File: src/sv/mcw_ram.sv
// Generic single-write, single-read synchronous RAM with registered read data.
// No dependencies.
module mcw_ram #(
  parameter int unsigned WIDTH = 8,
  parameter int unsigned DEPTH = 256,
  localparam int unsigned AW   = (DEPTH > 1) ? $clog2(DEPTH) : 1
) (
  input  logic             clk_i,
  input  logic             we_i,
  input  logic [AW-1:0]    waddr_i,
  input  logic [WIDTH-1:0] wdata_i,
  input  logic [AW-1:0]    raddr_i,
  output logic [WIDTH-1:0] rdata_o
);

  logic [WIDTH-1:0] mem_q [DEPTH];
  logic [WIDTH-1:0] rdata_q;

  // Write, then register the read port
  always_ff @(posedge clk_i) begin
    if (we_i) begin
      mem_q[waddr_i] <= wdata_i;
    end
    rdata_q <= mem_q[raddr_i];
  end

  assign rdata_o = rdata_q;

endmodule

File: config.mk
export PLATFORM = sky130hd
export DESIGN_NAME = mcw_ram
export DESIGN_NICKNAME = d
export VERILOG_FILES = /design/src/sv/mcw_ram.sv
export SDC_FILE = /design/constraint.sdc
export NUM_CORES = 2
export LEC_CHECK = 0
export BUFFER_PORTS_ARGS = -buffer_cell sky130_fd_sc_hd__buf_2
export CORE_MARGIN = 2
export CORE_UTILIZATION = 55
export CTS_CLUSTER_SIZE = 40
export DETAILED_ROUTE_END_ITERATION = 8
export PLACE_DENSITY = 0.71
export SETUP_SLACK_MARGIN = 0.4
export SYNTH_ARGS = -nofsm -noshare
export SYNTH_HDL_FRONTEND = slang
export SYNTH_SLANG_ARGS = --single-unit
File: constraint.sdc
create_clock -name clk_i -period 2.95 [get_ports clk_i]
set_input_delay 0.59 -clock clk_i [delete_from_list [all_inputs] [get_ports clk_i]]
set_output_delay 0.59 -clock clk_i [all_outputs]
set_load 0.05 [all_outputs]
; After elaboration in Yosys (flattened, before gate mapping)
; Memory sizes are Yosys's and may differ from the RTL's. A register that Yosys moved wholly into a read port is not among the register bits.
; Cells that the tools add are included.
[classes]
n_mux = 2
[op_table]
columns = operator, n
row1 = $mux W1, 2
[totals]
reg_bits = 0
ram_bits = 2048
input_bits = 26
output_inout_bits = 8
elab_cells = 3
n_memories = 1
[memory_table]
columns = name, words, word_bits, read_ports, rd_clocked_by_memory_dff, wr, line_no
row1 = mem_q, 256, 8, 1, 1, 1, 16  ; logic [WIDTH-1:0] mem_q [DEPTH];

; Longest topological paths before layout
[logic_depth]
depth_word = 2
depth_mapped = 11
mapped_depth_nobuf = 6

; Worst setup path after synthesis
; OpenSTA, ideal clock, no wires.
[synth_path]
path_kind = input to register
from = input port raddr_i[0]
to = register rdata_q[2] (netlist: rdata_o[2]) (read register of mem_q)
setup_ps = 131
arrival_ps = 2397
t_required_ps = 2819
setup_slack_ps = 422
cell_stages = 9
path_buffers = 4
cell_sequence = buf_6 -> buf_12 -> buf_8 -> buf_2 -> mux4_2 -> a22oi_1 -> a21oi_1 -> nor4_1 -> nor4_2
[synth_lines]
columns = item, line_no
row1 = from (decl), 12  ; input logic [AW-1:0] raddr_i,
row2 = to (decl), 17  ; logic [WIDTH-1:0] rdata_q;

==> run_results.csv <==
group,metric,value,unit
clock_tree,cts_buffers,197,
placement,dp_hpwl,125,mm
cells_and_area,stdcell_count,6428,
detailed_routing,wire_per_inst,30.5,um
global_route,grt_pass1_vias,41200,
placement,finalWeightedCongestion,0.876,
floorplanning,die_area,0.148,mm2
cells_and_area,stdcell_area,0.0931,mm2
critical_path,crit_family,"simple AND/OR/NAND/NOR gates",
clock_tree,insertion_delay,0.85,ns
floorplanning,placementRows,139,
logic_synthesis,synth-seq-cells,2056,
logic_synthesis,ys_top_cells_by_area,"edfxtp_1, mux4_2, mux2i_1, nor2_1, a22oi_1",
floorplanning,start_util,55.4,%
run_status,violations,"DRC",
logic_synthesis,synth_flop_cell,"edfxtp_1",
global_route,gr-total-overflow,0,
sta,clock_skew,0.0389,ns
detailed_routing,detail-route-antenna-nets,0,
clock_tree,cts_setup_buffers,0,
logic_synthesis,yosysTopAreaCellShare,77.3,%
logic_synthesis,synth_edf_count,2048,
sta,fin_crit_sh,86.8,%
critical_path,required,3.65,ns
cells_and_area,multi_input_area,0.0166,mm2
logic_synthesis,async_reset_ff_share,0,%
detailed_routing,totalWireLength,196,mm
clock_tree,cts.sink_count,2056,
detailed_routing,drtIter0Drc,5951,
global_route,grt_max_degree,105,
clock_tree,clock_path_buffers,3,
logic_synthesis,synth.largest_area_cell,"edfxtp_1",
global_route,antenna_found_initial,8,
detailed_routing,first_pass_iters,8,
floorplanning,die_h,384,um
global_route,grt_first_pass_wirelength,284,mm
logic_synthesis,ys_warn_count,0,
pwr,p_per_area,650,mW/mm2
placement,io_buffers,33,
global_route,grt_use_total,26.9,%
cells_and_area,layout-drive-gt1-share,31.6,%
logic_synthesis,yosysMostFrequentCell,"edfxtp_1",
logic_synthesis,yosys-top-cells-count,"edfxtp_1, mux4_2, nor2_1",
clock_tree,ctsHoldBuffers,0,
critical_path,slowest_stage,"nor4_1",
job,maxCapViolCount,0,
placement,dp.cells,6073,
pwr,peakVddDrop,0.587,mV
cells_and_area,fillers,9310,
cells_and_area,area_growth,17.0,%
floorplanning,die_x,384,um
sta,rsz0062_at_grt,"yes",
sta,fmax,391,MHz
critical_path,regToRegSetupSlack,0.43,ns
floorplanning,io_pins,34,
critical_path,crit_chain,"buf_8 > buf_12 > buf_4 > mux4_2 > a22oi_1 > a21oi_1 > nor4_1 > nor4_2",
run_status,outcome,"finished with violations",
critical_path,cp-end-kind,"flip-flop",
critical_path,max_stage_delay,0.84,ns
critical_path,critPathKind,"in2reg",
sta,worstMarginPinSlew,1.01,ns
hold_path,hp-class,"in2reg",
clock_tree,path_clk_slew,0.06,ns
logic_synthesis,synth_cells,3733,
floorplanning,coreArea,0.144,mm2
cells_and_area,finish.utilization,64.8,%
cells_and_area,seq_area,0.0617,mm2
logic_synthesis,syn_area,0.0796,mm2
clock_tree,cts_tree,"done",
critical_path,worstPathArrival,3.26,ns
clock_tree,ctsHtreeMaxLevel,4,
cells_and_area,finalNetCount,4395,
logic_synthesis,synth-seq-area-share,77.5,%
detailed_routing,viasPerCell,6.43,
sta,hold_violations,0,
critical_path,path_max_fanout,14,
logic_synthesis,ys_types,55,
sta,slew_headroom,32.4,%
sta,drv_slew,0,
critical_path,critPathBufInv,3,
pwr,leakage,30.1,nW
clock_tree,root_buffer,"clkbuf_16",
detailed_routing,num_vias,41400,
placement,placed_area,0.0866,mm2
critical_path,start_kind,"input pin",
logic_synthesis,syn-num-nets,3759,
detailed_routing,drc,4,
sta,setup_viol,0,
sta,period_minus_slack,2.56,ns
logic_synthesis,syn_avg_cell_area,21.3,um2
[layer usage]
layer	global-route usage [%]	wire [um]	vias to the layer above
met5	0	46	-
met4	8.88	6340	8
met3	5.44	20400	348
met2	41.7	93900	2424
met1	38.8	75600	21600
li1	-	-	17000
[through the flow]
stage               power (W)  setup slack [ns]  hold slack [ns]  TNS [ns]
floorplan              0.0345             0.422            0.689         0
global placement       0.0362            -0.847            0.902     -4.29
detailed placement     0.0362            -0.894            0.904     -4.38
CTS                    0.0608             0.309          0.00186         0
global route           0.0620             0.345           0.0427         0
finish                 0.0605             0.390           0.0692         0
[logic make-up after synthesis]
| group | synth area share (%) |
|---|---|
| AOI/OAI and AO/OA | 3.42 |
| and+or+nand+nor | 2.63 |
| buffers and inverters | 1.83 |
| muxes | 14.6 |
| DFF | 77.5 |
[report_power, final]
group | total, W | internal [W] | switching, W
Sequential | 0.0323 | 0.0322 | 0.0000727
Combinational | 0.00338 | 0.00133 | 0.00206
Clock | 0.0249 | 0.0142 | 0.0106
Total | 0.0605 | 0.0478 | 0.0127
[registers in the layout, summed over array words and instances (netlist names)]
name,count
mem_q,2048
rdata_o,8
[cell type report]
class	instances	area share, %
flip-flops and latches	2056	66.3
multi-input cells	1442	17.8
repair buffers	670	6.50
clock buffers	248	5.67
well taps	1903	2.56
clock inverters	104	1.19
inverters	2	0.00807
diodes	3	0.00807
[timing repair]
action / 4_1_cts / 5_1_grt
resized for setup: 9 / 5
endpoints found under the hold margin: 0 / 0
setup endpoints to repair: 6 / 5
[worst paths after layout]
check | from | endpoint | depth (start not counted)
worst max-delay path | raddr_i[0] | rdata_o[0] | 8
worst min-delay path | wdata_i[5] | mem_q[83][5] | 1
worst max register to register | mem_q[83][0] | rdata_o[0] | 6
worst min register to register | mem_q[54][5] | rdata_o[5] | 5
[cells in the final DEF, fill, tap and decap left out, types with 6 or more instances in the layout]
cell        synthesis  final
a22o_1              8      8
nor3_1             22     18
nand3_1            34     33
and2_1              6      6
nand4_1            10     10
dfxtp_1             8      8
nor2_1            282    279
clkbuf_16           0    203
bufinv_16           0     18
o22ai_1            28     28
clkinv_2            0     30
mux2i_1           134    134
a21oi_1            96     96
mux4_2            454    454
o221ai_1           46     46
o211ai_1           10     10
clkinv_1            1     40
nor2b_1            31     28
nand2b_1            8      8
clkbuf_8            0      6
a22oi_1           133    133
edfxtp_1         2048   2048
clkbuf_1          111     42
clkinvlp_4          0      6
a221oi_1           13     13
nand2_1            33     33
buf_4              27    558
o21ai_0            10     10
buf_12              8     80
a211oi_1           16     13
buf_8              13      7
nor4_2              3      6
nor4_1             24     19
buf_2              31     22
No activity file was read; power rests on OpenSTA's default activity.
